$ cat src/hdl/ssd_pkg.sv
// ----------------------------------------------------------------------------
// ssd_pkg
// Shared widths, register indexes and types of the silence run detector.
// ----------------------------------------------------------------------------
`default_nettype none

package ssd_pkg;

  // default parameter values
  localparam int INDEX_BITS_DEF  = 32;
  localparam int SAMPLE_BITS_DEF = 16;

  // register and field widths
  localparam int THR_W      = 16;
  localparam int MS_W       = 16;
  localparam int RATE_W     = 19;
  localparam int SRC_W      = 40;
  localparam int OUT_W      = 41;
  localparam int PEAK_W     = 16;
  localparam int CFG_IDX_W  = 3;
  localparam int CFG_DATA_W = 40;

  // register indexes
  localparam logic [CFG_IDX_W-1:0] CFG_THRESHOLD  = 3'd0;
  localparam logic [CFG_IDX_W-1:0] CFG_MIN_MS     = 3'd1;
  localparam logic [CFG_IDX_W-1:0] CFG_PCM_RATE   = 3'd2;
  localparam logic [CFG_IDX_W-1:0] CFG_SRC_RATE   = 3'd3;
  localparam logic [CFG_IDX_W-1:0] CFG_SRC_START  = 3'd4;

  localparam logic [RATE_W-1:0] RATE_RESET = 19'd48000;
  localparam int                MS_SCALE   = 1000;
  localparam int                MS_SCALE_W = 10;

  // status of the shared multiply/divide unit
  typedef struct packed {
    logic busy;
    logic done;
  } md_stat_t;

endpackage

`default_nettype wire

$ cat src/hdl/ssd_muldiv.sv
// ----------------------------------------------------------------------------
// ssd_muldiv
// Bit-serial unit computing (a*b + c) / d: shift-add multiply one bit of b
// per cycle, an add step, then restoring division one quotient bit a cycle.
// ----------------------------------------------------------------------------
`default_nettype none

module ssd_muldiv import ssd_pkg::*; #(
  parameter int A_W = INDEX_BITS_DEF,
  parameter int B_W = RATE_W
) (
  input  wire logic                 clk,
  input  wire logic                 rst_n,
  input  wire logic                 start,
  input  wire logic [A_W-1:0]       a,
  input  wire logic [B_W-1:0]       b,
  input  wire logic [B_W-1:0]       c,
  input  wire logic [B_W-1:0]       d,
  output md_stat_t                  stat,
  output logic      [A_W+B_W-1:0]   q
);

  localparam int P_W   = A_W + B_W;
  localparam int CNT_W = $clog2(P_W);

  typedef enum logic [3:0] {
    MD_IDLE = 4'b0001,
    MD_MUL  = 4'b0010,
    MD_ADD  = 4'b0100,
    MD_DIV  = 4'b1000
  } md_phase_t;

  md_phase_t        phase_r, phase_nxt;
  logic             done_r, done_nxt;
  logic [P_W-1:0]   acc_r, acc_nxt;
  logic [A_W-1:0]   a_r, a_nxt;
  logic [B_W-1:0]   bsh_r, bsh_nxt;
  logic [B_W-1:0]   c_r, c_nxt;
  logic [B_W-1:0]   d_r, d_nxt;
  logic [B_W-1:0]   rem_r, rem_nxt;
  logic [CNT_W-1:0] cnt_r, cnt_nxt;

  logic [B_W:0]     rem_sh;
  logic [B_W+1:0]   diff;
  logic             ge;

  always_comb begin
    rem_sh    = {rem_r, acc_r[P_W-1]};
    diff      = {1'b0, rem_sh} - {2'b00, d_r};
    ge        = ~diff[B_W+1];

    phase_nxt = phase_r;
    done_nxt  = 1'b0;
    acc_nxt   = acc_r;
    a_nxt     = a_r;
    bsh_nxt   = bsh_r;
    c_nxt     = c_r;
    d_nxt     = d_r;
    rem_nxt   = rem_r;
    cnt_nxt   = cnt_r;

    case (phase_r)
      MD_IDLE: begin
        if (start) begin
          a_nxt     = a;
          bsh_nxt   = b;
          c_nxt     = c;
          d_nxt     = d;
          acc_nxt   = '0;
          rem_nxt   = '0;
          cnt_nxt   = CNT_W'(B_W - 1);
          phase_nxt = MD_MUL;
        end
      end
      MD_MUL: begin
        // MSB-first shift-add
        acc_nxt = {acc_r[P_W-2:0], 1'b0} + (bsh_r[B_W-1] ? P_W'(a_r) : '0);
        bsh_nxt = {bsh_r[B_W-2:0], 1'b0};
        if (cnt_r == '0) begin
          phase_nxt = MD_ADD;
        end else begin
          cnt_nxt = cnt_r - 1'b1;
        end
      end
      MD_ADD: begin
        acc_nxt   = acc_r + P_W'(c_r);
        cnt_nxt   = CNT_W'(P_W - 1);
        phase_nxt = MD_DIV;
      end
      MD_DIV: begin
        // dividend shifts out of acc, quotient bits shift in
        acc_nxt = {acc_r[P_W-2:0], ge};
        rem_nxt = ge ? diff[B_W-1:0] : rem_sh[B_W-1:0];
        if (cnt_r == '0) begin
          phase_nxt = MD_IDLE;
          done_nxt  = 1'b1;
        end else begin
          cnt_nxt = cnt_r - 1'b1;
        end
      end
      default: begin
        phase_nxt = MD_IDLE;
      end
    endcase
  end

  always_ff @(posedge clk) begin
    if (!rst_n) begin
      phase_r <= MD_IDLE;
      done_r  <= 1'b0;
    end else begin
      phase_r <= phase_nxt;
      done_r  <= done_nxt;
    end
  end

  always_ff @(posedge clk) begin
    acc_r <= acc_nxt;
    a_r   <= a_nxt;
    bsh_r <= bsh_nxt;
    c_r   <= c_nxt;
    d_r   <= d_nxt;
    rem_r <= rem_nxt;
    cnt_r <= cnt_nxt;
  end

  assign stat.busy = (phase_r != MD_IDLE);
  assign stat.done = done_r;
  assign q         = acc_r;

endmodule

`default_nettype wire

$ cat src/hdl/silence_run_detector.sv
// An item that closes no reportable run leaves in_tready high, so the next can follow.
// An item that closes a run holds off the next one through ST_LEN, ST_CMP, ST_CONV_A,
// ST_CONV_B and ST_DONE, while the bit-serial muldiv does two conversions.
// A run rejected as too short holds off input through ST_LEN and ST_CMP. One item at a
// time; a held result stalls input only once the next result is ready to load.
// Reset (rst_n low, synchronous): no run open, position 0, registers to their reset values.
// ----------------------------------------------------------------------------
// silence_run_detector
// Finds runs of quiet PCM samples and reports their source positions and peak.
// ----------------------------------------------------------------------------
`default_nettype none

module silence_run_detector import ssd_pkg::*; #(
  parameter int INDEX_BITS  = INDEX_BITS_DEF,
  parameter int SAMPLE_BITS = SAMPLE_BITS_DEF
) (
  input  wire logic                                 clk,
  input  wire logic                                 rst_n,
  // sample [SAMPLE_BITS-1:0], zero padded to bytes
  input  wire logic [((SAMPLE_BITS+7)/8)*8-1:0]     in_tdata,
  input  wire logic                                 in_tlast,
  input  wire logic                                 in_tvalid,
  output logic                                      in_tready,
  // run_start [40:0], run_end [81:41], run_peak [97:82], zero padded
  output logic [((2*OUT_W+PEAK_W+7)/8)*8-1:0]       out_tdata,
  output logic                                      out_tvalid,
  input  wire logic                                 out_tready,
  input  wire logic                                 cfg_we,
  input  wire logic [CFG_IDX_W-1:0]                 cfg_index,
  input  wire logic [CFG_DATA_W-1:0]                cfg_wdata
);

  localparam int OUT_TDATA_W = ((2*OUT_W+PEAK_W+7)/8)*8;
  localparam int PROD_W      = INDEX_BITS + RATE_W;
  localparam int MAG_CMP_W   = (SAMPLE_BITS > THR_W) ? SAMPLE_BITS : THR_W;
  localparam int LEN_W       = INDEX_BITS + MS_SCALE_W;
  localparam int MIN_W       = MS_W + RATE_W;
  localparam int LCMP_W      = (LEN_W > MIN_W) ? LEN_W : MIN_W;
  localparam int SUM_W       = ((PROD_W > SRC_W) ? PROD_W : SRC_W) + 2;

  typedef enum logic [5:0] {
    ST_IDLE   = 6'b000001,
    ST_LEN    = 6'b000010,
    ST_CMP    = 6'b000100,
    ST_CONV_A = 6'b001000,
    ST_CONV_B = 6'b010000,
    ST_DONE   = 6'b100000
  } state_t;

  // configuration
  logic [THR_W-1:0]  thr_r;
  logic [MS_W-1:0]   min_ms_r;
  logic [RATE_W-1:0] pcm_rate_r;
  logic [RATE_W-1:0] src_rate_r;
  logic [SRC_W-1:0]  src_start_r;

  always_ff @(posedge clk) begin
    if (!rst_n) begin
      thr_r       <= '0;
      min_ms_r    <= '0;
      pcm_rate_r  <= RATE_RESET;
      src_rate_r  <= RATE_RESET;
      src_start_r <= '0;
    end else if (cfg_we) begin
      case (cfg_index)
        CFG_THRESHOLD: thr_r       <= cfg_wdata[THR_W-1:0];
        CFG_MIN_MS:    min_ms_r    <= cfg_wdata[MS_W-1:0];
        CFG_PCM_RATE:  pcm_rate_r  <= cfg_wdata[RATE_W-1:0];
        CFG_SRC_RATE:  src_rate_r  <= cfg_wdata[RATE_W-1:0];
        CFG_SRC_START: src_start_r <= cfg_wdata[SRC_W-1:0];
        default: ;
      endcase
    end
  end

  logic [RATE_W-1:0] pcm_eff;
  assign pcm_eff = (pcm_rate_r == '0) ? RATE_W'(1) : pcm_rate_r;

  // state
  state_t                 state_r, state_nxt;
  logic                   run_open_r, run_open_nxt;
  logic [INDEX_BITS-1:0]  first_r, first_nxt;
  logic [SAMPLE_BITS-1:0] max_r, max_nxt;
  logic [INDEX_BITS-1:0]  pos_r, pos_nxt;

  // work registers of the item being finished
  logic [INDEX_BITS-1:0]  w_first_r, w_first_nxt;
  logic [INDEX_BITS-1:0]  w_end_r, w_end_nxt;
  logic [SAMPLE_BITS-1:0] w_peak_r, w_peak_nxt;
  logic [LEN_W-1:0]       lenk_r, lenk_nxt;
  logic                   lenz_r, lenz_nxt;
  logic [MIN_W-1:0]       minp_r, minp_nxt;
  logic [OUT_W-1:0]       res_start_r, res_start_nxt;
  logic [OUT_W-1:0]       res_end_r, res_end_nxt;

  // output register
  logic                   out_tvalid_r, out_tvalid_nxt;
  logic [OUT_W-1:0]       out_start_r, out_start_nxt;
  logic [OUT_W-1:0]       out_end_r, out_end_nxt;
  logic [PEAK_W-1:0]      out_peak_r, out_peak_nxt;

  // shared unit
  logic                   md_start;
  md_stat_t               md_stat;
  logic [PROD_W-1:0]      md_q;
  logic [INDEX_BITS-1:0]  md_a;

  assign md_a = (state_r == ST_CMP) ? w_first_r : w_end_r;

  ssd_muldiv #(
    .A_W (INDEX_BITS),
    .B_W (RATE_W)
  ) u_muldiv (
    .clk   (clk),
    .rst_n (rst_n),
    .start (md_start),
    .a     (md_a),
    .b     (src_rate_r),
    .c     (pcm_eff >> 1),
    .d     (pcm_eff),
    .stat  (md_stat),
    .q     (md_q)
  );

  // per-item decode
  logic                   in_fire;
  logic [SAMPLE_BITS-1:0] raw;
  logic [SAMPLE_BITS-1:0] mag;
  logic                   silent;
  logic [INDEX_BITS-1:0]  pos_inc;
  logic [INDEX_BITS-1:0]  first_a;
  logic [SAMPLE_BITS-1:0] max_a;
  logic                   close_en;
  logic [INDEX_BITS-1:0]  close_first;
  logic [INDEX_BITS-1:0]  close_end;
  logic [SAMPLE_BITS-1:0] close_peak;
  logic [INDEX_BITS-1:0]  run_len;
  logic                   len_ok;
  logic [SUM_W-1:0]       conv_sum;
  logic [OUT_W-1:0]       conv_sat;

  assign in_tready = (state_r == ST_IDLE);
  assign in_fire   = in_tvalid && in_tready;

  always_comb begin
    raw     = in_tdata[SAMPLE_BITS-1:0];
    mag     = raw[SAMPLE_BITS-1] ? (~raw + 1'b1) : raw;
    silent  = MAG_CMP_W'(mag) <= MAG_CMP_W'(thr_r);
    pos_inc = (pos_r == '1) ? pos_r : pos_r + 1'b1;
    first_a = run_open_r ? first_r : pos_r;
    if (!run_open_r) begin
      max_a = mag;
    end else begin
      max_a = (mag > max_r) ? mag : max_r;
    end

    if (!silent) begin
      close_en    = run_open_r;
      close_first = first_r;
      close_end   = pos_r;
      close_peak  = max_r;
    end else begin
      // silent sample with last joins the run, which ends just after it
      close_en    = in_tlast;
      close_first = first_a;
      close_end   = pos_inc;
      close_peak  = max_a;
    end

    run_len  = w_end_r - w_first_r;
    len_ok   = !lenz_r && (LCMP_W'(lenk_r) >= LCMP_W'(minp_r));
    conv_sum = SUM_W'(src_start_r) + SUM_W'(md_q);
    conv_sat = (|conv_sum[SUM_W-1:OUT_W]) ? '1 : conv_sum[OUT_W-1:0];
  end

  always_comb begin
    state_nxt      = state_r;
    run_open_nxt   = run_open_r;
    first_nxt      = first_r;
    max_nxt        = max_r;
    pos_nxt        = pos_r;
    w_first_nxt    = w_first_r;
    w_end_nxt      = w_end_r;
    w_peak_nxt     = w_peak_r;
    lenk_nxt       = lenk_r;
    lenz_nxt       = lenz_r;
    minp_nxt       = minp_r;
    res_start_nxt  = res_start_r;
    res_end_nxt    = res_end_r;
    out_tvalid_nxt = out_tvalid_r && !out_tready;
    out_start_nxt  = out_start_r;
    out_end_nxt    = out_end_r;
    out_peak_nxt   = out_peak_r;
    md_start       = 1'b0;

    case (state_r)
      ST_IDLE: begin
        if (in_fire) begin
          run_open_nxt = silent && !in_tlast;
          first_nxt    = (silent && !in_tlast) ? first_a : '0;
          max_nxt      = (silent && !in_tlast) ? max_a : '0;
          pos_nxt      = in_tlast ? '0 : pos_inc;
          w_first_nxt  = close_first;
          w_end_nxt    = close_end;
          w_peak_nxt   = close_peak;
          if (close_en) begin
            state_nxt = ST_LEN;
          end
        end
      end
      ST_LEN: begin
        // len >= ceil(ms*rate/1000) <=> len*1000 >= ms*rate
        lenk_nxt  = LEN_W'(run_len) * LEN_W'(MS_SCALE);
        lenz_nxt  = (run_len == '0);
        minp_nxt  = MIN_W'(min_ms_r) * MIN_W'(pcm_eff);
        state_nxt = ST_CMP;
      end
      ST_CMP: begin
        if (len_ok) begin
          md_start  = 1'b1;
          state_nxt = ST_CONV_A;
        end else begin
          state_nxt = ST_IDLE;
        end
      end
      ST_CONV_A: begin
        if (md_stat.done) begin
          res_start_nxt = conv_sat;
          md_start      = 1'b1;
          state_nxt     = ST_CONV_B;
        end
      end
      ST_CONV_B: begin
        if (md_stat.done) begin
          res_end_nxt = conv_sat;
          state_nxt   = ST_DONE;
        end
      end
      ST_DONE: begin
        if (!out_tvalid_r || out_tready) begin
          out_tvalid_nxt = 1'b1;
          out_start_nxt  = res_start_r;
          out_end_nxt    = res_end_r;
          out_peak_nxt   = PEAK_W'(w_peak_r);
          state_nxt      = ST_IDLE;
        end
      end
      default: begin
        state_nxt = ST_IDLE;
      end
    endcase
  end

  always_ff @(posedge clk) begin
    if (!rst_n) begin
      state_r      <= ST_IDLE;
      run_open_r   <= 1'b0;
      first_r      <= '0;
      max_r        <= '0;
      pos_r        <= '0;
      out_tvalid_r <= 1'b0;
    end else begin
      state_r      <= state_nxt;
      run_open_r   <= run_open_nxt;
      first_r      <= first_nxt;
      max_r        <= max_nxt;
      pos_r        <= pos_nxt;
      out_tvalid_r <= out_tvalid_nxt;
    end
  end

  always_ff @(posedge clk) begin
    w_first_r   <= w_first_nxt;
    w_end_r     <= w_end_nxt;
    w_peak_r    <= w_peak_nxt;
    lenk_r      <= lenk_nxt;
    lenz_r      <= lenz_nxt;
    minp_r      <= minp_nxt;
    res_start_r <= res_start_nxt;
    res_end_r   <= res_end_nxt;
    out_start_r <= out_start_nxt;
    out_end_r   <= out_end_nxt;
    out_peak_r  <= out_peak_nxt;
  end

  assign out_tvalid = out_tvalid_r;
  assign out_tdata  = OUT_TDATA_W'({out_peak_r, out_end_r, out_start_r});

  // checks
  a_no_close_idle : assert property (@(posedge clk) disable iff (!rst_n)
    in_fire && !close_en |=> state_r == ST_IDLE)
    else $error("item without a closing run left the idle state");

  a_last_clears : assert property (@(posedge clk) disable iff (!rst_n)
    in_fire && in_tlast |=> !run_open_r && pos_r == '0)
    else $error("run or position survived a last item");

  a_md_free : assert property (@(posedge clk) disable iff (!rst_n)
    md_start |-> !md_stat.busy)
    else $error("muldiv started while busy");

  a_md_working : assert property (@(posedge clk) disable iff (!rst_n)
    (state_r == ST_CONV_A || state_r == ST_CONV_B) && !md_stat.done |-> md_stat.busy)
    else $error("conversion waiting on an idle muldiv");

endmodule

`default_nettype wire
$ cat config.mk
export PLATFORM = sky130hd
export DESIGN_NAME = silence_run_detector
export DESIGN_NICKNAME = d
export VERILOG_FILES = /design/src/hdl/ssd_pkg.sv /design/src/hdl/ssd_muldiv.sv /design/src/hdl/silence_run_detector.sv
export SDC_FILE = /design/constraint.sdc
export NUM_CORES = 2
export LEC_CHECK = 0
export BUFFER_PORTS_ARGS = -buffer_cell sky130_fd_sc_hd__buf_4
export CELL_PAD_IN_SITES_DETAIL_PLACEMENT = 0
export CELL_PAD_IN_SITES_GLOBAL_PLACEMENT = 1
export CORE_AREA = 2 2 312 314
export DETAILED_ROUTE_END_ITERATION = 7
export DIE_AREA = 0 0 314 316
export PLACE_DENSITY = 0.85
export SYNTH_ARGS = -nofsm -noshare
export SYNTH_HDL_FRONTEND = slang
export SYNTH_HIERARCHICAL = 1
export SYNTH_SLANG_ARGS = --single-unit
export TNS_END_PERCENT = 50
$ cat constraint.sdc
create_clock -name clk -period 22.3 [get_ports clk]
set_input_delay 2.23 -clock clk [delete_from_list [all_inputs] [get_ports clk]]
set_output_delay 2.23 -clock clk [all_outputs]
set_load 0.02 [all_outputs]
Word level (Yosys, flattened, before mapping)
Cells that the tools add are included.
{ "word_totals": {"reg_bits": 702, "inputBits": 65} }
{ "op_classes": {"multipliers": 2, "n_bitwise": 2, "n_addsub": 8, "order_cmp": 3, "n_reduce_logical": 36, "mux": 43, "eq_ne": 24} }
{ "ops": {"columns": ["operator", "n"], "rows": [
  ["$mux W32", 8],
  ["$pmux W51 S4", 1],
  ["$mux W16", 5],
  ["$mux W19", 4],
  ["$pmux W19 S2", 2],
  ["$add A40 B51 Y52", 1],
  ["$add A51 B18 Y51", 1],
  ["$add A51 B51 Y51", 1],
  ["$mux W51", 1],
  ["$ge A42 B35 Y1", 1],
  ["$mux W6", 7],
  ["$mux W41", 1],
  ["$mul A32 B7 Y39 const B", 1],
  ["$pmux W6 S6", 1],
  ["$mul A16 B19 Y35", 1],
  ["$add A32 B1 Y32 const B", 1],
  ["$eq A32 B32 Y1 const B", 1],
  ["$logic_not A32 Y1", 1],
  ["$sub A32 B32 Y32", 1],
  ["$reduce_and A2 Y1", 14],
  ["$sub A20 B19 Y21", 1],
  ["$logic_not A19 Y1", 1],
  ["$pmux W6 S3", 1],
  ["$add A16 B1 Y16 const B", 1],
  ["other kinds (36)", 60]
]} }

Depth between registers and ports, before layout
{ "logic_depth": {"depth_word": 8, "mapped_depth": 31} }

Cells and area by module
Netlist, hierarchy kept.
{ "by_module_without_submodules": {"columns": ["mod", "n_inst", "seq_area_each_um2", "cells_each", "area_per_inst_um2"], "rows": [
  ["silence_run_detector", 1, 14023.4, 4161, 40651.5],
  ["ssd_muldiv", 1, 5054.8, 1186, 11598.6]
]} }

Worst setup path after synthesis
OpenSTA, ideal clock, no wires.
{ "synth_path": {"kind": "register to register", "startpoint": "register pcm_rate_r[2]", "endpoint": "register minp_r[33] (data pin)", "setup_slack_ns": 14.959, "arrival_ns": 7.084, "setup_time_ns": 0.258, "stages_incl_launch_ff": 25, "path_cell_list": "dfxtp_1 clkbuf_1 or4_1 o41ai_1 clkbuf_1 nand2_1 fa_1 fa_1 inv_1 fa_1 fa_1 fa_1 inv_1 fa_1 inv_1 ha_1 inv_1 nor2_1 and3_1 a221o_1 o41ai_1 o21a_1 o221a_2 o21a_1 xnor2_1"} }
{ "synth_between": {"elab_chain_cells": 3} }
{ "synth_lines": {"columns": ["item", "line", "text"], "rows": [
  ["from (decl)", "silence_run_detector.sv:53", "logic [RATE_W-1:0] pcm_rate_r;"],
  ["from (signal assigned)", "silence_run_detector.sv:68", "CFG_PCM_RATE: pcm_rate_r <= cfg_wdata[RATE_W-1:0];"],
  ["$logic_not A19 Y1", "silence_run_detector.sv:77", "assign pcm_eff = (pcm_rate_r == '0) ? RATE_W'(1) : pcm_rate_r;"],
  ["$mux W19", "silence_run_detector.sv:77", null],
  ["via pcm_eff[0]", "silence_run_detector.sv:76", "logic [RATE_W-1:0] pcm_eff;"],
  ["$mul A16 B19 Y35", "silence_run_detector.sv:215", "minp_nxt = MIN_W'(min_ms_r) * MIN_W'(pcm_eff);"],
  ["to (signal assigned)", "silence_run_detector.sv:278", "minp_r <= minp_nxt;"],
  ["to (decl)", "silence_run_detector.sv:92", "logic [MIN_W-1:0] minp_r, minp_nxt;"]
]} }
The timed path passes the listed nets, and every way through them passes these cells.
A chain may end at the register's enable or synchronous reset.

Worst setup path after layout
{ "layout_path": {"startpoint": "register w_first_r[0]", "endpoint": "register lenk_r[40] (data pin)"} }
{ "layout_between": {"elab_chain_cells": 2} }
{ "layout_lines": {"columns": ["item", "line", "text"], "rows": [
  ["from (decl)", "silence_run_detector.sv:87", "logic [INDEX_BITS-1:0] w_first_r, w_first_nxt;"],
  ["from (signal assigned)", "silence_run_detector.sv:273", "w_first_r <= w_first_nxt;"],
  ["$sub A32 B32 Y32", "silence_run_detector.sv:170", "run_len = w_end_r - w_first_r;"],
  ["$mul A32 B7 Y39", "silence_run_detector.sv:213", "lenk_nxt = LEN_W'(run_len) * LEN_W'(MS_SCALE);"],
  ["to (signal assigned)", "silence_run_detector.sv:276", "lenk_r <= lenk_nxt;"],
  ["to (decl)", "silence_run_detector.sv:90", "logic [LEN_W-1:0] lenk_r, lenk_nxt;"]
]} }
Every way passes these cells.

==> impl_metrics.ini <==
[cells_and_area]
area_growth_pct = 9.14
fin_cells = 6716
drive_gt1_share_pct = 7.71
nFillCells = 8238
nets = 6202
fin_area_um2 = 57000

[sta]
max_freq_mhz = 123
rsz0062_at_grt = no
relSlewSlack_pct = 27.6
setup_viol = 0
period_needed_ns = 8.10
worst_pin_slew_ns = 1.09
skew_ns = 0.0401
finalHoldViolations = 0
fin_ws_ns = 14.20
period_share_pct = 36.3
tns_ns = 0
slew_violations = 0

[setup_path]
cp_top_family = adder cells
cp_num_buf_inv = 2
critPathArrivalTime_ns = 8.50
reg2regPathDepth = 28
critPathSlowestCell = xnor2_1
r2r_start = w_first_r[0]
rrSetupSlack_ns = 14.20
endpoint_kind = flop
cp_common_cell = fa_1
crit_type = flop to flop
crit_required_ns = 22.70
start_kind = flop
worst-path-max-fanout = 7
cpPeakStageDelay_ns = 0.75
reg2reg_to = lenk_r[40]

[clock_network]
cts_tree = yes
hold_buffers = 0
cts_resized = 0
cts.sinks = 703
htreeDepth = 3
cts_buffers = 77
cts_buffer_depth = 3
clk_pin_slew_ns = 0.06
cts_setup_buffers = 0
root_buffer = clkbuf_16
clk_latency_ns = 0.66

[drt]
drt_first_pass_iters = 8
drc_errors = 0
ant_nets = 0
num_vias = 38600
drt_iter0_drc = 3374
routed_via_density = 5.74
drt_wl_total_um = 134000
drt-wirelength-per-cell_um = 19.9

[yosys]
synth.cell_area_um2 = 52200
synthCells = 5346
avgSynthCellArea_um2 = 9.77
yosys_warnings = 6

[die]
die_area_um2 = 99200
die_x_um = 314
die_height_um = 316
fp-row-count = 114
ios = 171
initial_utilization_pct = 54.4
core-area_um2 = 96000

[global_route]
grt_pass1_wl_um = 212000
grt_use_met3_pct = 4.30
grt.overflow.total = 0
antenna_found_initial = 13
track_usage_pct = 27.2
grt_pass1_vias = 37800
grt_use_met1_pct = 38.3
use_met2_pct = 43.6
top_usage_layer = met2
grt_max_degree = 100

[min_path]
hold_path_end = out_start_r[18]
min_from = res_start_r[18]
whs_path_depth = 0
hold_class = flop to flop

[place]
dp_slack_ns = 14.27
dp_cells = 6572
dp_hpwl_um = 99500
gp_congestion = 0.908
io_buffers = 164
place_area_um2 = 54400

[flow_run]
cap_violations = 0

[status]
status = complete, no violations
==> flip-flops by register name (all words and copies together), names as in the netlist, 32 cells and up <==
name	count
u_muldiv/q	51
out_end_r	41
out_start_r	41
res_end_r	41
res_start_r	41
src_start_r	40
lenk_r	39
minp_r	35
first_r	32
pos_r	32
u_muldiv/a_r	32
w_end_r	32
w_first_r	32
==> layout by cell type (no fill, tap or decap), drive strengths merged, types with 88 or more instances in the layout <==
| cell | instances |
|---|---|
| o21ai | 228 |
| edfxtp | 500 |
| buf | 205 |
| nor2 | 228 |
| ha | 410 |
| fa | 352 |
| xor2 | 88 |
| a21oi | 235 |
| nand3 | 98 |
| a21boi | 114 |
| a21o | 91 |
| clkbuf | 90 |
| and2 | 198 |
| inv | 623 |
| nand2 | 764 |
| xnor2 | 177 |
| dfxtp | 203 |
==> cell type report <==
type                       count  area [um^2]  share of cell area [%]
antenna                        2         5.00                 0.00878
inverter                     619         2330                    4.08
tap                         1276         1600                    2.80
sequential                   703        19100                    33.5
clock inverter                52          553                   0.970
multi-input combinational   3769        29900                    52.4
clock buffer                  90         2020                    3.54
timing repair buffer         205         1540                    2.70
==> per-layer routing <==
metal	wire length, um	vias up
met2	61600	1187
met5	24	-
met4	3760	4
met1	58500	18900
li1	-	18300
met3	9570	206
==> through the flow <==
| step | hold WS (ns) | utilization [%] |
|---|---|---|
| finish | 0.413 | 59.4 |
| global route | 0.412 | 59.4 |
| CTS | 0.415 | 59.4 |
| detailed placement | 0.405 | 56.7 |
| global placement | 0.402 | 56.7 |
| floorplan | 0.400 | - |
==> worst max path at each step <==
stage / endpoint / startpoint / cells after the start / slack, ns
CTS: lenk_r[40] / w_first_r[0] / 28 / 14.22
floorplan: minp_r[33] / pcm_rate_r[2] / 24 / 14.96
global placement: lenk_r[40] / w_first_r[0] / 28 / 14.36
global route: lenk_r[40] / w_first_r[0] / 28 / 13.44
finish: lenk_r[40] / w_first_r[0] / 28 / 14.20
detailed placement: lenk_r[40] / w_first_r[0] / 28 / 14.27
Power is left out: the tool's default activity adds up to more than one toggle a clock period on the data nets, which glitch-free logic cannot reach.
